File: config.mk
export PLATFORM = sky130hd
export DESIGN_NAME = pce_front
export DESIGN_NICKNAME = d
export VERILOG_FILES = /design/src/hdl/pce_pkg.sv /design/src/hdl/pce_front.sv
export SDC_FILE = /design/constraint.sdc
export NUM_CORES = 1
export LEC_CHECK = 0
export ABC_AREA = 1
export BUFFER_PORTS_ARGS = -buffer_cell sky130_fd_sc_hd__buf_2
export CORE_UTILIZATION = 40
export DETAILED_ROUTE_END_ITERATION = 16
export PLACE_DENSITY = 0.66
export SYNTH_ARGS = -nofsm -noshare
export SYNTH_HDL_FRONTEND = slang
export SYNTH_SLANG_ARGS = --single-unit
File: constraint.sdc
create_clock -name clk_i -period 2.2 [get_ports clk_i]
set_clock_uncertainty 0.05 [all_clocks]
set_input_delay 0.11 -clock clk_i [delete_from_list [all_inputs] [get_ports clk_i]]
set_output_delay 0.11 -clock clk_i [all_outputs]
set_load 0.05 [all_outputs]
File: src/hdl/pce_pkg.sv
// Shared types and constants of the correlation engine.
// No dependencies.
`timescale 1ns / 1ps
package pce_pkg;
  localparam int SampleW  = 16;
  localparam int SumW     = 33;
  localparam int SqSumW   = 48;
  localparam int WordW    = 64;
  localparam int WideW    = 160;
  localparam int CoefW    = 16;
  localparam int QW       = 15;
  localparam int OddSqW   = 30;
  localparam int RhsShift = 30;
  localparam logic [QW-1:0] QOne = 15'd16384;

  typedef enum logic [1:0] {
    STATUS_OK   = 2'd0,
    STATUS_FEW  = 2'd1,
    STATUS_FLAT = 2'd2,
    STATUS_OVF  = 2'd3
  } status_e;

  typedef enum logic [3:0] {
    OP_NSAA, OP_SA2, OP_NSBB, OP_SB2, OP_NSAB, OP_SASB, OP_PROD, OP_COV2, OP_LHS
  } op_e;

  typedef enum logic [2:0] {
    ST_ACC, ST_CHECK, ST_START, ST_WAIT, ST_SEARCH, ST_EMIT
  } state_e;

  typedef struct packed {
    logic signed [SampleW-1:0] a;
    logic signed [SampleW-1:0] b;
    logic                      last;
  } pair_t;
endpackage

File: src/hdl/pce_front.sv
// Input side: takes pairs, sign-extends them and holds them in a two-entry queue.
// Depends on pce_pkg.
`timescale 1ns / 1ps
module pce_front import pce_pkg::*; #(
  parameter int SAMPLE_BITS = 16
) (
  input  logic               clk_i,
  input  logic               rst_ni,
  input  logic               in_valid_i,
  output logic               in_ready_o,
  input  logic [SampleW-1:0] sample_a_i,
  input  logic [SampleW-1:0] sample_b_i,
  input  logic               last_pair_i,
  output logic               pair_valid_o,
  input  logic               pair_pop_i,
  output pair_t              pair_o
);
  localparam int Shift = SampleW - SAMPLE_BITS;

  pair_t       mem_q [2];
  logic        wr_q, wr_d, rd_q, rd_d;
  logic [1:0]  cnt_q, cnt_d;
  logic        push, pop;
  pair_t       item;
  logic signed [SampleW-1:0] a_sh, b_sh;

  assign a_sh = $signed(sample_a_i << Shift);
  assign b_sh = $signed(sample_b_i << Shift);

  always_comb begin
    item.a    = a_sh >>> Shift;
    item.b    = b_sh >>> Shift;
    item.last = last_pair_i;
  end

  assign in_ready_o   = (cnt_q != 2'd2);
  assign pair_valid_o = (cnt_q != 2'd0);
  assign pair_o       = mem_q[rd_q];
  assign push         = in_valid_i && in_ready_o;
  assign pop          = pair_pop_i && pair_valid_o;

  always_comb begin
    wr_d  = push ? ~wr_q : wr_q;
    rd_d  = pop ? ~rd_q : rd_q;
    cnt_d = cnt_q + 2'(push) - 2'(pop);
  end

  always_ff @(posedge clk_i or negedge rst_ni) begin
    if (!rst_ni) begin
      wr_q  <= 1'b0;
      rd_q  <= 1'b0;
      cnt_q <= 2'd0;
    end else begin
      wr_q  <= wr_d;
      rd_q  <= rd_d;
      cnt_q <= cnt_d;
    end
  end

  always_ff @(posedge clk_i) begin
    if (push) begin
      mem_q[wr_q] <= item;
    end
  end
endmodule

==> summary.md <==
| Metric | Value |
|---|---|
| Failing checks | DRC |
| Clock sink count | 70 |
| Arr. time, crit path | 1.74 ns |
| CP Buf/Inv Count | 2 |
| Initial antenna violation count | 0 |
| GRT Total Usage | 0.150 |
| Final Non-Filler Cells | 399 |
| RSZ-0062 raised after global routing | false |
| Via density | 4.43 |
| Clock latency on the worst-skew pair | 0.33 ns |
| P_leak | 1.60 nW |
| IR drop worst, VDD | about 0.00077 V |
| Multi-input gate area | between 400 and 500 sq um |
| Power per cell area | 1450 mW/mm^2 |
| DIE WIDTH | 84.0 um |
| Grt ovf | 0 |
| Hold_sp | in_valid_i |
| Crit path from | rd_q |
| Status | complete, but fails checks |
| # fillers | 561 |
| Min-Delay Path Class | in -> reg |
| Slew HR | 0.636 |
| Flops & latches, synth | 70 |
| Power, Total | between 5 and 6 mW |
| Max H-tree Level | 3 |
| Crit-path slowest cell | dfrtp_1 |
| Synthesized area | 0.00269 sq mm |
| Area Overhead vs Synth | 34.9% |
| Area of the die | 0.00705 sq mm |
| Layout Nets | 357 |
| Crit path max-delay family | flip-flops |
| First-pass GRT wire length | ~8000 um |
| Critical path capture point type | output pin |
| Adder-Cell Fraction of Synth Area | 0.00931 |
| DR WL/cell | 12.2 um |
| Commonest non-fill, non-tap cell in the layout | nand2_1 |
| # setup viols final | 0 |
| CP Launch Type | flop |
| Largest family of logic cells by synthesized area | simple AND/OR/NAND/NOR gates |
| WP data required | 2.04 ns |
| Final hold vios | 0 |
| Routed Antenna Nets | 0 |
| Setup TNS | 0 ns |
| Routed via count | around 1800 |
| Mux contribution to synthesized area | 0 |
| Syn_nets | 243 |
| CTS tree | done |
| Post-CTS setup buffers | 0 |
| Slew Limit Fails | 0 |
| Drt drc | 4 |
| CTS Buf Count | 9 |
| Initial drt markers | 59 |
| Placed cell count | about 350 |
| Port Buffers | 71 |
| Core Region | approximately 0.0064 sq mm |
| Complex-gate fraction of the synthesized area | 0 |
| Max Clk Rate | 525 MHz |
| Register area | 0.00208 sq mm |
| Most frequent CP cell | nand2_1 |
| Crit path time final | 1.90 ns |
| Worst Tran Pin Value | about 0.55 ns |
| Row cnt | 29 |
| Vias in the first global route | roughly 1800 |
| Root buffer cell | clkbuf_8 |
| Worst-path maximum fanout | 14 |
| Post-Route WL | 4880 um |
| Tcrit/Tclk final | 0.866 |
| Pin count of the biggest net entering global routing | 35 |
| Synth Area per Inst | 13.2 sq um |
| Initial Util | 0.418 |
| Ratio of cells with drive above 1 in the final layout | 0.301 |
| Register area share after synthesis | 0.775 |
| Chip Height | 84.0 um |
| First drt pass iteration count | 11 |
| HPWL Detailed | roughly 3000 um |
| Crit path kind | reg -> out |
| Final weighted congestion in routability-driven placement | 0.685 |
| Max-cap violations | 0 |
| Simple-gate portion of the synthesized area | 0.173 |
| Cell count after synthesis | 204 |
| I/O pin count | 72 |
| Unique masters post-synth | 12 |
| Worst-path clk slew | approximately 0.060 ns |
| R2r startpoint | cnt_q[1] |
| Chain of cells forming the critical path | buf_4, nand2_1, nand2_1, buf_2 |
| Synth Area in XOR/XNOR | 0 |
| Deepest clock path buffer count | 2 |
| Critical Path Max Stage Delay | roughly 0.69 ns |
| Antenna cells | 0 |
| Most frequent cells in the layout | nand2_1 (102), buf_2 (71), edfxtp_1 (66) |
| YS warnings | 0 |
-- registers in the layout, summed over array words and instances, names as in the netlist --
register	cells
rd_q	1
wr_q	1
mem_q	66
cnt_q	2
-- per-stage QoR --
step           instance area (sq um)  setup WS, ns   util  hold slack (ns)
2_1_floorplan                   2700         0.161      -           -0.236
3_3_place_gp                    3130         0.637  0.487           -0.127
3_5_place_dp                    3130         0.645  0.487           -0.127
4_1_cts                         3620         0.264  0.564           0.0182
5_1_grt                         3620         0.186  0.564           0.0589
6_report                        3620         0.295  0.564           0.0202
-- cells by family (layout without fill, tap and decap cells) --
logic type                 after synthesis  count (layout)
adders and majority gates                2               2
buffers and inverters                   16             134
DFF                                     70              70
and+or+nand+nor                        116             116
-- worst register-to-register path, delay by kind of cell (launching register included) --
family                 cells  cell delay (ns)
and+or+nand+nor            3             0.56
DFF                        1             0.40
buffers and inverters      1             0.23
-- cells in the mapped netlist --
library cell    n  area, sq um
buf_8           1         15.0
nand3_1         3         15.0
nor2_1          1         3.75
nand2_1       102          383
inv_1           8         30.0
ha_1            2         25.0
inv_8           1         11.3
edfxtp_1       66         1980
buf_4           2         15.0
buf_6           4         45.0
nand2_2        10         62.6
dfrtp_1         4          100
-- what timing repair did --
item | 4_1_cts | 5_1_grt
endpoints found under the hold margin | 71 | 0
resized for setup | 0 | 0
hold buffers | 35 | 0
-- final timing paths --
kind,slack (ns),depth (start not counted),to
hold / removal,0.02,3,wr_q
setup reg to reg,0.65,4,mem_q[1][16]
max in group asynchronous,1.92,2,cnt_q[1]
hold reg to reg,0.43,2,wr_q
setup / recovery,0.30,4,pair_o[8]
min in group asynchronous,0.06,2,rd_q
-- per-layer routing --
metal	track usage	vias up	wire length (um)
met5	0	-	0
met4	0.0705	0	99
met3	0.0415	8	319
met2	0.246	57	2390
met1	0.183	799	2060
li1	-	902	-
-- where the power goes --
part	internal, mW	switching, mW
sequential	1.82	0.121
clock	0.394	0.422
combinational	0.563	1.95
-- layout make-up --
cell class	count	area share
clock inverter	3	0.00345
timing repair buffer	110	0.210
tap	77	0.0266
inverter	9	0.0114
clock buffer	12	0.0373
multi-input combinational	118	0.137
sequential	70	0.574
(Power assumes the default switching activity.)
